==> src/hw/rtl/mcpf_pkg.sv <==
package mcpf_pkg;

  localparam int TimeW         = 32;
  localparam int PerW          = 31;
  localparam int CntW          = 3;
  localparam int RegW          = 3;
  localparam int DataW         = 32;
  localparam int StepW         = 4;
  localparam int NumPeriodRegs = 4;

  // request opcodes
  localparam logic [1:0] OP_REFRESH = 2'd0;
  localparam logic [1:0] OP_CHECK   = 2'd1;
  localparam logic [1:0] OP_RESET   = 2'd2;

  // configuration register indexes
  localparam logic [RegW-1:0] REG_ACTIVE  = 3'd0;
  localparam logic [RegW-1:0] REG_PERIOD1 = 3'd1;

  typedef logic [3:0]       act_t;
  typedef logic [3:0]       cond_t;
  typedef logic [StepW-1:0] step_t;

  // datapath actions
  localparam act_t ACT_NOP        = 4'd0;
  localparam act_t ACT_LATCH      = 4'd1;
  localparam act_t ACT_CLR_CH     = 4'd2;
  localparam act_t ACT_DIF        = 4'd3;
  localparam act_t ACT_DIV_START  = 4'd4;
  localparam act_t ACT_UPD_REF    = 4'd5;
  localparam act_t ACT_INC_CH     = 4'd6;
  localparam act_t ACT_RESET_ALL  = 4'd7;
  localparam act_t ACT_EMIT_CHECK = 4'd8;
  localparam act_t ACT_EMIT_ZERO  = 4'd9;
  localparam act_t ACT_EMIT_COUNT = 4'd10;

  // jump conditions
  localparam cond_t COND_NEVER       = 4'd0;
  localparam cond_t COND_ALWAYS      = 4'd1;
  localparam cond_t COND_NOT_START   = 4'd2;
  localparam cond_t COND_IS_CHECK    = 4'd3;
  localparam cond_t COND_IS_RESET    = 4'd4;
  localparam cond_t COND_NOT_REFRESH = 4'd5;
  localparam cond_t COND_CH_DONE     = 4'd6;
  localparam cond_t COND_NO_HIT      = 4'd7;
  localparam cond_t COND_DIV_BUSY    = 4'd8;

  // program addresses
  localparam step_t S_IDLE     = 4'd0;
  localparam step_t S_DISPATCH = 4'd1;
  localparam step_t S_LOOP     = 4'd4;
  localparam step_t S_WAIT     = 4'd7;
  localparam step_t S_NEXT     = 4'd9;
  localparam step_t S_RESET    = 4'd10;
  localparam step_t S_CHECK    = 4'd11;
  localparam step_t S_ZERO     = 4'd12;
  localparam step_t S_COUNT    = 4'd13;

  typedef struct packed {
    act_t  act;
    cond_t cond;
    step_t target;
  } uword_t;

  typedef struct packed {
    logic start;
    logic is_check;
    logic is_reset;
    logic is_refresh;
    logic ch_done;
    logic no_hit;
    logic div_busy;
  } stat_t;

  // control store: jump to target when the condition holds, else fall through
  function automatic uword_t ucode(input step_t s);
    uword_t w;
    case (s)
      4'd0:    w = '{ACT_LATCH,      COND_NOT_START,   S_IDLE};
      4'd1:    w = '{ACT_CLR_CH,     COND_IS_CHECK,    S_CHECK};
      4'd2:    w = '{ACT_NOP,        COND_IS_RESET,    S_RESET};
      4'd3:    w = '{ACT_NOP,        COND_NOT_REFRESH, S_ZERO};
      4'd4:    w = '{ACT_DIF,        COND_CH_DONE,     S_COUNT};
      4'd5:    w = '{ACT_NOP,        COND_NO_HIT,      S_NEXT};
      4'd6:    w = '{ACT_DIV_START,  COND_NEVER,       S_IDLE};
      4'd7:    w = '{ACT_NOP,        COND_DIV_BUSY,    S_WAIT};
      4'd8:    w = '{ACT_UPD_REF,    COND_NEVER,       S_IDLE};
      4'd9:    w = '{ACT_INC_CH,     COND_ALWAYS,      S_LOOP};
      4'd10:   w = '{ACT_RESET_ALL,  COND_ALWAYS,      S_COUNT};
      4'd11:   w = '{ACT_EMIT_CHECK, COND_ALWAYS,      S_IDLE};
      4'd12:   w = '{ACT_EMIT_ZERO,  COND_ALWAYS,      S_IDLE};
      4'd13:   w = '{ACT_EMIT_COUNT, COND_ALWAYS,      S_IDLE};
      default: w = '{ACT_NOP,        COND_ALWAYS,      S_IDLE};
    endcase
    return w;
  endfunction

endpackage

==> src/hw/rtl/mcpf_divider.sv <==
// Restoring remainder unit, one quotient bit per cycle.
module mcpf_divider (
  input  logic                      clk_i,
  input  logic                      rst_ni,
  input  logic                      start_i,
  input  logic [mcpf_pkg::TimeW-1:0] dividend_i,
  input  logic [mcpf_pkg::PerW-1:0]  divisor_i,
  output logic                      busy_o,
  output logic [mcpf_pkg::PerW-1:0]  rem_o
);

  logic                      busy_q;
  logic [4:0]                cnt_q;
  logic [mcpf_pkg::PerW-1:0]  rem_q;
  logic [mcpf_pkg::PerW-1:0]  dsr_q;
  logic [mcpf_pkg::TimeW-1:0] dvd_q;
  logic [mcpf_pkg::TimeW-1:0] trial;
  logic [mcpf_pkg::TimeW-1:0] diff;
  logic [mcpf_pkg::PerW-1:0]  rem_d;

  assign trial = {rem_q, dvd_q[mcpf_pkg::TimeW-1]};
  assign diff  = trial - {1'b0, dsr_q};
  // remainder stays below the divisor, so it fits PerW bits
  assign rem_d = (trial >= {1'b0, dsr_q}) ? diff[mcpf_pkg::PerW-1:0]
                                          : trial[mcpf_pkg::PerW-1:0];

  always_ff @(posedge clk_i or negedge rst_ni) begin
    if (!rst_ni) begin
      busy_q <= 1'b0;
      cnt_q  <= '0;
    end else if (start_i) begin
      busy_q <= 1'b1;
      cnt_q  <= 5'd31;
    end else if (busy_q) begin
      if (cnt_q == 5'd0) begin
        busy_q <= 1'b0;
      end
      cnt_q <= cnt_q - 5'd1;
    end
  end

  always_ff @(posedge clk_i) begin
    if (start_i) begin
      rem_q <= '0;
      dsr_q <= divisor_i;
      dvd_q <= dividend_i;
    end else if (busy_q) begin
      rem_q <= rem_d;
      dvd_q <= {dvd_q[mcpf_pkg::TimeW-2:0], 1'b0};
    end
  end

  assign busy_o = busy_q;
  assign rem_o  = rem_q;

endmodule

==> src/hw/rtl/mcpf_sequencer.sv <==
// Step counter over the control store with conditional jumps.
module mcpf_sequencer (
  input  logic                   clk_i,
  input  logic                   rst_ni,
  input  mcpf_pkg::stat_t        stat_i,
  output mcpf_pkg::act_t         act_o,
  output logic                   busy_o
);

  mcpf_pkg::step_t  step_q;
  mcpf_pkg::step_t  step_d;
  mcpf_pkg::uword_t uw;
  logic             take;

  assign uw = mcpf_pkg::ucode(step_q);

  always_comb begin
    case (uw.cond)
      mcpf_pkg::COND_NEVER:       take = 1'b0;
      mcpf_pkg::COND_ALWAYS:      take = 1'b1;
      mcpf_pkg::COND_NOT_START:   take = !stat_i.start;
      mcpf_pkg::COND_IS_CHECK:    take = stat_i.is_check;
      mcpf_pkg::COND_IS_RESET:    take = stat_i.is_reset;
      mcpf_pkg::COND_NOT_REFRESH: take = !stat_i.is_refresh;
      mcpf_pkg::COND_CH_DONE:     take = stat_i.ch_done;
      mcpf_pkg::COND_NO_HIT:      take = stat_i.no_hit;
      mcpf_pkg::COND_DIV_BUSY:    take = stat_i.div_busy;
      default:                    take = 1'b1;
    endcase
    step_d = take ? uw.target : step_q + mcpf_pkg::step_t'(1);
  end

  always_ff @(posedge clk_i or negedge rst_ni) begin
    if (!rst_ni) begin
      step_q <= mcpf_pkg::S_IDLE;
    end else begin
      step_q <= step_d;
    end
  end

  assign act_o  = uw.act;
  assign busy_o = (step_q != mcpf_pkg::S_IDLE);

endmodule

==> src/hw/rtl/mcpf_datapath.sv <==
// Channel state, request latch, catch-up arithmetic and result register.
module mcpf_datapath #(
  parameter int NUM_CHANNELS = 4
) (
  input  logic                                        clk_i,
  input  logic                                        rst_ni,
  input  mcpf_pkg::act_t                              act_i,
  input  logic                                        start_i,
  input  logic [1:0]                                  opcode_i,
  input  logic [mcpf_pkg::TimeW-1:0]                  now_time_i,
  input  logic [2:0]                                  channel_index_i,
  input  logic                                        reset_status_i,
  input  logic [mcpf_pkg::CntW-1:0]                   count_i,
  input  logic [NUM_CHANNELS-1:0][mcpf_pkg::PerW-1:0] period_i,
  output mcpf_pkg::stat_t                             stat_o,
  output logic                                        done_o,
  output logic                                        passed_flag_o,
  output logic                                        invalid_index_o,
  output logic [mcpf_pkg::CntW-1:0]                   channel_count_o
);

  logic [1:0]                 op_q;
  logic [mcpf_pkg::TimeW-1:0] now_q;
  logic [2:0]                 idx_q;
  logic                       status_q;
  logic [mcpf_pkg::CntW-1:0]  ch_q;
  logic [mcpf_pkg::TimeW-1:0] dif_q;

  logic [NUM_CHANNELS-1:0][mcpf_pkg::TimeW-1:0] ref_q;
  logic [NUM_CHANNELS-1:0]                      flag_q;

  logic                       done_q;
  logic                       passed_q;
  logic                       inv_q;
  logic [mcpf_pkg::CntW-1:0]  cnt_q;

  logic [mcpf_pkg::TimeW-1:0] ref_sel;
  logic [mcpf_pkg::PerW-1:0]  per_sel;
  logic                       idx_ok;
  logic                       flag_sel;
  logic                       div_busy;
  logic [mcpf_pkg::PerW-1:0]  div_rem;

  always_comb begin
    ref_sel  = '0;
    per_sel  = '0;
    flag_sel = 1'b0;
    for (int i = 0; i < NUM_CHANNELS; i++) begin
      if (ch_q == mcpf_pkg::CntW'(i)) begin
        ref_sel = ref_q[i];
        per_sel = period_i[i];
      end
      if (idx_q == 3'(i + 1)) begin
        flag_sel = flag_q[i];
      end
    end
  end

  assign idx_ok = (idx_q != 3'd0) && (idx_q <= count_i);

  mcpf_divider u_div (
    .clk_i      (clk_i),
    .rst_ni     (rst_ni),
    .start_i    (act_i == mcpf_pkg::ACT_DIV_START),
    .dividend_i (dif_q),
    .divisor_i  (per_sel),
    .busy_o     (div_busy),
    .rem_o      (div_rem)
  );

  // request latch, loop pointer and difference register
  always_ff @(posedge clk_i) begin
    if (act_i == mcpf_pkg::ACT_LATCH && start_i) begin
      op_q     <= opcode_i;
      now_q    <= now_time_i;
      idx_q    <= channel_index_i;
      status_q <= reset_status_i;
    end
    if (act_i == mcpf_pkg::ACT_DIF) begin
      dif_q <= now_q - ref_sel;
    end
  end

  always_ff @(posedge clk_i or negedge rst_ni) begin
    if (!rst_ni) begin
      ch_q <= '0;
    end else if (act_i == mcpf_pkg::ACT_CLR_CH) begin
      ch_q <= '0;
    end else if (act_i == mcpf_pkg::ACT_INC_CH) begin
      ch_q <= ch_q + mcpf_pkg::CntW'(1);
    end
  end

  // channel state
  always_ff @(posedge clk_i or negedge rst_ni) begin
    if (!rst_ni) begin
      ref_q  <= '0;
      flag_q <= '0;
    end else begin
      for (int i = 0; i < NUM_CHANNELS; i++) begin
        case (act_i)
          mcpf_pkg::ACT_UPD_REF: begin
            if (ch_q == mcpf_pkg::CntW'(i)) begin
              ref_q[i]  <= now_q - {1'b0, div_rem};
              flag_q[i] <= 1'b1;
            end
          end
          mcpf_pkg::ACT_RESET_ALL: begin
            if (mcpf_pkg::CntW'(i) < count_i) begin
              ref_q[i]  <= now_q;
              flag_q[i] <= status_q;
            end
          end
          mcpf_pkg::ACT_EMIT_CHECK: begin
            if (idx_ok && idx_q == 3'(i + 1)) begin
              flag_q[i] <= 1'b0;
            end
          end
          default: begin
          end
        endcase
      end
    end
  end

  // result register, shown for one cycle
  always_ff @(posedge clk_i or negedge rst_ni) begin
    if (!rst_ni) begin
      done_q   <= 1'b0;
      passed_q <= 1'b0;
      inv_q    <= 1'b0;
      cnt_q    <= '0;
    end else begin
      done_q <= (act_i == mcpf_pkg::ACT_EMIT_CHECK) ||
                (act_i == mcpf_pkg::ACT_EMIT_ZERO)  ||
                (act_i == mcpf_pkg::ACT_EMIT_COUNT);
      case (act_i)
        mcpf_pkg::ACT_EMIT_CHECK: begin
          passed_q <= idx_ok & flag_sel;
          inv_q    <= !idx_ok;
          cnt_q    <= '0;
        end
        mcpf_pkg::ACT_EMIT_ZERO: begin
          passed_q <= 1'b0;
          inv_q    <= 1'b0;
          cnt_q    <= '0;
        end
        mcpf_pkg::ACT_EMIT_COUNT: begin
          passed_q <= 1'b0;
          inv_q    <= 1'b0;
          cnt_q    <= count_i;
        end
        default: begin
        end
      endcase
    end
  end

  assign stat_o.start      = start_i;
  assign stat_o.is_check   = (op_q == mcpf_pkg::OP_CHECK);
  assign stat_o.is_reset   = (op_q == mcpf_pkg::OP_RESET);
  assign stat_o.is_refresh = (op_q == mcpf_pkg::OP_REFRESH);
  assign stat_o.ch_done    = (ch_q >= count_i);
  assign stat_o.no_hit     = (per_sel == '0) || (dif_q < {1'b0, per_sel});
  assign stat_o.div_busy   = div_busy;

  assign done_o          = done_q;
  assign passed_flag_o   = passed_q;
  assign invalid_index_o = inv_q;
  assign channel_count_o = cnt_q;

endmodule

==> src/hw/rtl/multi_channel_period_flagger.sv <==
// Multi-channel period flagger. A request is taken when start is high and
// busy is low; its single result appears for exactly one cycle with done_o
// high, and the receiver cannot hold it off, so it must sample every strobe.
// A check, a reset-all or an unused opcode goes straight to its result; a
// refresh visits each active channel in turn, and for each channel that is
// due the catch-up remainder (time since reference modulo period) comes from
// a shared restoring divider that yields one bit a cycle. A period of 0
// disables its channel; the active count is clamped to NUM_CHANNELS.
// Configuration writes are taken only while idle with no request offered
// (cfg_ready_o low while busy or start is high). No clearing pass is needed
// after reset: reference times and flags reset to zero at once.
module multi_channel_period_flagger #(
  parameter int NUM_CHANNELS = 4
) (
  input  logic                          clk_i,
  input  logic                          rst_ni,
  // request channel
  input  logic                          start,
  output logic                          busy,
  input  logic [1:0]                    opcode_i,
  input  logic [mcpf_pkg::TimeW-1:0]    now_time_i,
  input  logic [2:0]                    channel_index_i,
  input  logic                          reset_status_i,
  // result channel
  output logic                          done_o,
  output logic                          passed_flag_o,
  output logic                          invalid_index_o,
  output logic [mcpf_pkg::CntW-1:0]     channel_count_o,
  // configuration write channel
  input  logic                          cfg_valid_i,
  output logic                          cfg_ready_o,
  input  logic [mcpf_pkg::RegW-1:0]     cfg_index_i,
  input  logic [mcpf_pkg::DataW-1:0]    cfg_data_i
);

  logic [mcpf_pkg::CntW-1:0]                   active_q;
  logic [NUM_CHANNELS-1:0][mcpf_pkg::PerW-1:0] period_q;
  logic [mcpf_pkg::CntW-1:0]                   live_count;
  logic                                        cfg_we;
  logic                                        seq_busy;
  mcpf_pkg::act_t                              act;
  mcpf_pkg::stat_t                             stat;

  // a request offered at the same edge goes first, so the write waits
  assign cfg_ready_o = !seq_busy && !start;
  assign cfg_we      = cfg_valid_i && cfg_ready_o;

  // configuration registers
  always_ff @(posedge clk_i or negedge rst_ni) begin
    if (!rst_ni) begin
      active_q <= '0;
    end else if (cfg_we && cfg_index_i == mcpf_pkg::REG_ACTIVE) begin
      active_q <= cfg_data_i[mcpf_pkg::CntW-1:0];
    end
  end

  for (genvar g = 0; g < NUM_CHANNELS; g++) begin : g_period
    if (g < mcpf_pkg::NumPeriodRegs) begin : g_reg
      always_ff @(posedge clk_i or negedge rst_ni) begin
        if (!rst_ni) begin
          period_q[g] <= '0;
        end else if (cfg_we &&
                     cfg_index_i == mcpf_pkg::REG_PERIOD1 + mcpf_pkg::RegW'(g)) begin
          period_q[g] <= cfg_data_i[mcpf_pkg::PerW-1:0];
        end
      end
    end else begin : g_none
      // channels beyond the register list never have a period
      assign period_q[g] = '0;
    end
  end

  // a count above the channel total acts as the total
  assign live_count = (active_q > mcpf_pkg::CntW'(NUM_CHANNELS))
                    ? mcpf_pkg::CntW'(NUM_CHANNELS) : active_q;

  mcpf_sequencer u_seq (
    .clk_i  (clk_i),
    .rst_ni (rst_ni),
    .stat_i (stat),
    .act_o  (act),
    .busy_o (seq_busy)
  );

  mcpf_datapath #(
    .NUM_CHANNELS (NUM_CHANNELS)
  ) u_dp (
    .clk_i           (clk_i),
    .rst_ni          (rst_ni),
    .act_i           (act),
    .start_i         (start),
    .opcode_i        (opcode_i),
    .now_time_i      (now_time_i),
    .channel_index_i (channel_index_i),
    .reset_status_i  (reset_status_i),
    .count_i         (live_count),
    .period_i        (period_q),
    .stat_o          (stat),
    .done_o          (done_o),
    .passed_flag_o   (passed_flag_o),
    .invalid_index_o (invalid_index_o),
    .channel_count_o (channel_count_o)
  );

  assign busy = seq_busy;

  // a result only follows a request in progress
  a_done_after_busy: assert property (@(posedge clk_i) disable iff (!rst_ni)
    done_o |-> $past(busy))
    else $error("result strobe without request in progress");

  // an accepted request makes the block busy
  a_accept_busy: assert property (@(posedge clk_i) disable iff (!rst_ni)
    (start && !busy) |=> busy)
    else $error("accepted request did not start");

  // an invalid check reports neither a flag nor a count
  a_invalid_clean: assert property (@(posedge clk_i) disable iff (!rst_ni)
    (done_o && invalid_index_o) |-> (!passed_flag_o && channel_count_o == '0))
    else $error("invalid check result carries data");

  // the reported count never exceeds the channel total
  a_count_range: assert property (@(posedge clk_i) disable iff (!rst_ni)
    done_o |-> (channel_count_o <= mcpf_pkg::CntW'(NUM_CHANNELS)))
    else $error("channel count out of range");

endmodule

==> config.mk <==
export PLATFORM = sky130hd
export DESIGN_NAME = multi_channel_period_flagger
export DESIGN_NICKNAME = d
export VERILOG_FILES = /design/src/hw/rtl/mcpf_pkg.sv /design/src/hw/rtl/mcpf_divider.sv /design/src/hw/rtl/mcpf_sequencer.sv /design/src/hw/rtl/mcpf_datapath.sv /design/src/hw/rtl/multi_channel_period_flagger.sv
export SDC_FILE = /design/constraint.sdc
export NUM_CORES = 1
export LEC_CHECK = 0
export BUFFER_PORTS_ARGS = -buffer_cell sky130_fd_sc_hd__buf_2
export CORE_UTILIZATION = 50
export DETAILED_ROUTE_END_ITERATION = 8
export GPL_TIMING_DRIVEN = 0
export PLACE_DENSITY = 0.69
export SLEW_MARGIN = 0
export SYNTH_ARGS = -nofsm -noshare
export SYNTH_HDL_FRONTEND = slang
export SYNTH_SLANG_ARGS = --single-unit
==> constraint.sdc <==
create_clock -name clk_i -period 4.6 [get_ports clk_i]
set_input_delay 1.15 -clock clk_i [delete_from_list [all_inputs] [get_ports clk_i]]
set_output_delay 1.15 -clock clk_i [all_outputs]
set_load 0.005 [all_outputs]
; ---- After elaboration in Yosys (flattened, before gate mapping)
; Memories as Yosys holds them, arrays and structs flattened.
; Cells that the tools add are included.
[op_classes]
n_addsub = 6
reduce_logical = 44
n_lt_le_gt_ge = 9
eq_ne = 42
bitwise_logic = 1
mux = 56
[ops]
columns = op, count
row1 = $mux W32, 14
row2 = $pmux W32 S2, 4
row3 = $mux W31, 5
row4 = $eq A4 B3 Y1 const B, 8
row5 = $ge A32 B31 Y1, 1
row6 = $lt A32 B31 Y1, 1
row7 = $sub A32 B31 Y32, 1
row8 = $sub A32 B32 Y32, 1
row9 = $logic_not A31 Y1, 1
row10 = $sub A31 B31 Y31, 1
row11 = $ne A2 B1 Y1 const B, 12
row12 = $mux W1, 19
row13 = $eq A3 B2 Y1 const B, 6
row14 = $eq A4 B2 Y1 const B, 4
row15 = $eq A4 B4 Y1 const B, 4
row16 = $reduce_and A4 Y1, 4
row17 = $logic_and A1 B1 Y1, 13
row18 = $pmux W1 S3, 4
row19 = $reduce_and A3 Y1, 4
row20 = $mux W5, 2
row21 = $reduce_bool A2 Y1, 5
row22 = $eq A3 B1 Y1 const B, 3
row23 = $mux W3, 3
row24 = $pmux W1 S8, 1
row25 = 25 further kinds, 37
[word_totals]
elab_cells = 188
reg_bits = 442
mem_bits_ro = 192
n_memories = 1
in_bits = 77
[memory_table]
columns = memory, words, width, read_ports, rd_clocked_by_memory_dff, wr, line
row1 = (name not given), 16, 12, 1, 0, 0, mcpf_pkg.sv:78  ; case (s)

; ---- Depth between registers and ports, before layout
[depth]
depth_word = 9
mapped_depth = 20

; ---- By module
; Synthesis repeated with hierarchy kept, for this count alone.
[hier_totals]
hier_cells = 2493
area_unflattened_um2 = 25599.6
[modules_own_cells]
columns = module, area_per_inst_um2, cells_each, instances
row1 = mcpf_datapath, 13894.6, 1557, 1
row2 = mcpf_divider, 5853.1, 586, 1
row3 = multi_channel_period_flagger, 5255.0, 280, 1
row4 = mcpf_sequencer, 596.8, 70, 1

; ---- Worst setup path after synthesis
; Ideal clock, no wire load.
[synth_path]
path_type = reg2reg
start = reg u_dp.ch_q[1] (netlist name)
end = reg u_dp.dif_q[28] (netlist name) (data pin)
n_path_buf = 4
arrival_ps = 3999
setup_slack_ps = 342
path_stages_with_launch = 19
setup_time_ps = 259
cell_sequence = dfrtp_1 -> ha_1 -> ha_1 -> clkbuf_1 -> clkbuf_1 -> buf_1 -> clkbuf_1 -> nand2_1 -> o31ai_1 -> ha_1 -> fa_1 -> nor2b_1 -> o2111ai_1 -> a31oi_1 -> o31ai_1 -> a211oi_1 -> or3_1 -> a21oi_1 -> xnor2_1
[synth_via]
elab_chain_len = 6
[synth_lines]
columns = item, line
row1 = "start, declared", mcpf_datapath.sv:26  ; logic [mcpf_pkg::CntW-1:0] ch_q;
row2 = "start signal, assigned", mcpf_datapath.sv:90  ; ch_q <= ch_q + mcpf_pkg::CntW'(1);
row3 = $logic_not A3 Y1, mcpf_datapath.sv:49  ; if (ch_q == mcpf_pkg::CntW'(i)) begin
row4 = $mux W32 (3 in a row), mcpf_datapath.sv:49
row5 = $mux W32 *, mcpf_datapath.sv:49
row6 = $sub A32 B32 Y32 *, mcpf_datapath.sv:80  ; dif_q <= now_q - ref_sel;
row7 = "end signal, assigned", mcpf_datapath.sv:80
row8 = "end, declared", mcpf_datapath.sv:27  ; logic [mcpf_pkg::TimeW-1:0] dif_q;
; Mark *: on every way between the ends. The rest lies on a longest branch, timed or not.
; A chain may end at the register's enable or synchronous reset.

; ---- Worst setup path after layout
[layout_path]
start = reg u_dp.ch_q[1] (netlist name)
end = reg u_dp.dif_q[16] (netlist name) (data pin)
; Same word-level chain as after synthesis.

==> results.json <==
{
  "outcome": "finished, final reports clean",
  "required_ns": 4.94,
  "synth_compound_area_share_pct": 18.38,
  "arrival_ns": 4.88,
  "cp-end-kind": "register",
  "grt_use_total_pct": 29.99,
  "grt_pass1_vias": 20730,
  "fmax_mhz": 220.1,
  "seq_area_frac_synth_pct": 45.28,
  "start_kind": "register",
  "grt-ovfl-total": 0,
  "hp-class": "register to register",
  "worstPathMaxFanout": 10,
  "core_sq_um": 50270,
  "die_h_microns": 228.1,
  "setup_viol": 0,
  "multi_input_area_sq_um": 13440,
  "seqCellArea_sq_um": 11570,
  "drtIter0Drc": 2118,
  "cts_buffers": 49,
  "cts_hold_buf": 0,
  "syn2layout_area_growth_pct": 15.77,
  "drc": 0,
  "wl_per_cell_microns": 22.63,
  "yosys-top-cells-area": "dfrtp_1 27%, edfxtp_1 16%, ha_1 7.1%",
  "cts-root-buf": "clkbuf_16",
  "antenna_found_initial": 1,
  "synth_top_area_share_pct": 27.23,
  "finalHoldViolCount": 0,
  "routed_wl_microns": 79190,
  "synth_edf_count": 133,
  "synthMuxAreaShare_pct": 7.776,
  "ant_nets": 0,
  "worst_pin_slew_ns": 1.274,
  "die_x_microns": 228.1,
  "avgViaCountPerCell": 6.079,
  "syn_inst": 2627,
  "start_util_pct": 50.83,
  "period_minus_slack_ns": 4.543,
  "cts_tree": "done",
  "synth_fp_nets": 2851,
  "netlist_area_sq_um": 25550,
  "drv_slew": 0,
  "ys_async_sr_fraction_pct": 62.90,
  "die_area_sq_um": 52010,
  "fin_skew_ns": 0.02712,
  "fin_nets": 3009,
  "ys_top_cells_by_count": "334 x nand2_1, 278 x dfrtp_1, 219 x o21ai_0, 172 x a21oi_1",
  "period_share_pct": 98.77,
  "dpl.hpwl_microns": 59050,
  "synthFlopType": "dfrtp_1",
  "postSynthAreaPerCell_sq_um": 9.727,
  "gp_congestion": 0.9460,
  "clk_pin_slew_worst_paths_ns": 0.06,
  "n_fill_cell": 4344,
  "clk_path_buf_depth": 3,
  "yosysMostFrequentCell": "nand2_1",
  "maxCapViolations": 0,
  "yosys.area_share.adder_pct": 7.286,
  "worst_slack_ns": 0.05658,
  "grt_max_degree": 106,
  "place_ws_ns": -1.982,
  "drive_gt1_share_pct": 18.12,
  "rows": 82,
  "synthXorXnorAreaFrac_pct": 2.297,
  "criticalPathCategory": "register to register",
  "grt_pass1_wl_microns": 121100,
  "rsz0062_at_grt": "yes",
  "ys_ff_latch": 442,
  "synth_top_family_by_area": "compound AO/OA/AOI/OAI gates",
  "htree_levels": 2,
  "firstDrtPassIters": 6,
  "synth-simple-area-share_pct": 14.45,
  "io_pins": 85,
  "clkLatencyLatePin_ns": 0.61,
  "ys_warn_count": 0,
  "port_buffers": 83,
  "cts.sinks": 442,
  "synth_top_area_cell": "dfrtp_1",
  "synthDistinctLibCells": 97,
  "slew_headroom_pct": 14.92,
  "vias": 21270
}
[worst max-delay path: stages (launching register included)]
cell	delay [ns]
dfrtp_1	0.40
buf_4	0.14
ha_1	0.20
ha_4	0.21
clkbuf_8	0.20
clkbuf_8	0.20
buf_4	0.22
buf_4	0.22
o31ai_4	0.30
ha_2	0.25
fa_1	0.22
nor2b_1	0.08
o2111ai_2	0.27
buf_4	0.17
nand3_2	0.11
a31oi_2	0.24
o21ai_1	0.15
o31ai_2	0.34
mux2i_1	0.24
o211ai_1	0.10
[kinds of logic (layout without fill, tap and decap cells)]
family          Yosys count  count (layout)
compound gates          728             728
xor+xnor                 67              67
fa+ha+maj               147             147
buf+inv                 279             478
flops                   442             442
mux                     180             180
other cells               0               1
simple gates            784             784
[worst paths after layout]
path / from / depth (start not counted) / to / slack, ns
max reg2reg: u_dp.ch_q[1] / 19 / u_dp.dif_q[16] / 0.06
min in group asynchronous: rst_ni / 1 / u_seq.step_q[2] / 0.62
max in group asynchronous: rst_ni / 2 / u_dp.ref_q[108] / 3.01
max: u_dp.ch_q[1] / 19 / u_dp.dif_q[16] / 0.06
min: u_dp.channel_count_o[2] / 2 / u_dp.channel_count_o[2] / 0.48
min reg2reg: u_dp.channel_count_o[2] / 2 / u_dp.channel_count_o[2] / 0.48
[cell type report]
type / count / area share (%)
plain buffers: 131 / 2.419
repair buffers: 110 / 2.479
well taps: 672 / 2.842
clock inverters: 22 / 1.015
clock buffers: 70 / 4.856
flip-flops and latches: 442 / 39.12
diodes: 1 / 0.008459
multi-input cells: 1906 / 45.42
inverters: 145 / 1.840
[per-layer routing]
layer  wire length (microns)  part of all wire [%]  GRT usage [%]  up-vias
met5                       0                     0              0        -
met1                   34340                    43          41.34    10440
met4                    3269                   4.1          12.40        0
li1                        -                     -              -     9867
met2                   36330                    46          47.10      816
met3                    5256                   6.6          4.763      146
[timing repair]
action | CTS | global route
resized for setup | 88 | 81
setup endpoints to repair | 35 | 16
setup buffers | 10 | 12
pin swaps | 11 | 14
[cells in the final DEF, fill, tap and decap left out, types with 19 or more instances in the layout]
cell type and count:
a21o_1 56, a21oi_1 161, a221oi_1 19, a31oi_1 35, buf_2 106, buf_4 34, clkbuf_1 59, clkbuf_16 50
dfrtp_1 277, dfxtp_1 31, edfxtp_1 133, ha_1 136, inv_1 141, mux2_2 144, mux2i_1 35, nand2_1 333
nand2b_1 29, nand3_1 40, nand3b_1 22, nand4_1 25, nor2_1 131, nor2b_1 34, nor3_1 58, o21ai_0 213
xnor2_1 45, xor2_1 22
[metrics by stage]
step	TNS (ns)	cell area, sq um	cells	hold slack (ns)	util [%]
CTS	0	29080	3487	0.4838	57.85
detailed placement	-44.25	26940	3386	0.4705	53.58
global placement	-760.92	26810	3382	0.4610	53.33
floorplan	0	25550	2627	0.4498	-
finish	0	29580	3499	0.4824	58.84
global route	-0.2921	29580	3499	0.5009	58.84
[sequential cells by signal, summed over array words and instances (netlist names), 2 cells and up]
| signal | cells |
|---|---|
| u_dp.flag_q | 4 |
| active_q | 3 |
| u_dp.u_div.dvd_q | 32 |
| u_dp.channel_count_o | 3 |
| u_dp.idx_q | 3 |
| u_dp.u_div.cnt_q | 5 |
| u_dp.u_div.rem_o | 31 |
| u_dp.ref_q | 128 |
| u_dp.u_div.dsr_q | 31 |
| u_dp.now_q | 32 |
| period_q | 124 |
| u_seq.step_q | 4 |
| u_dp.op_q | 2 |
| u_dp.dif_q | 32 |
| u_dp.ch_q | 3 |
Power is left out: the tool's default activity adds up to more than one toggle a clock period on the data nets, which glitch-free logic cannot reach.
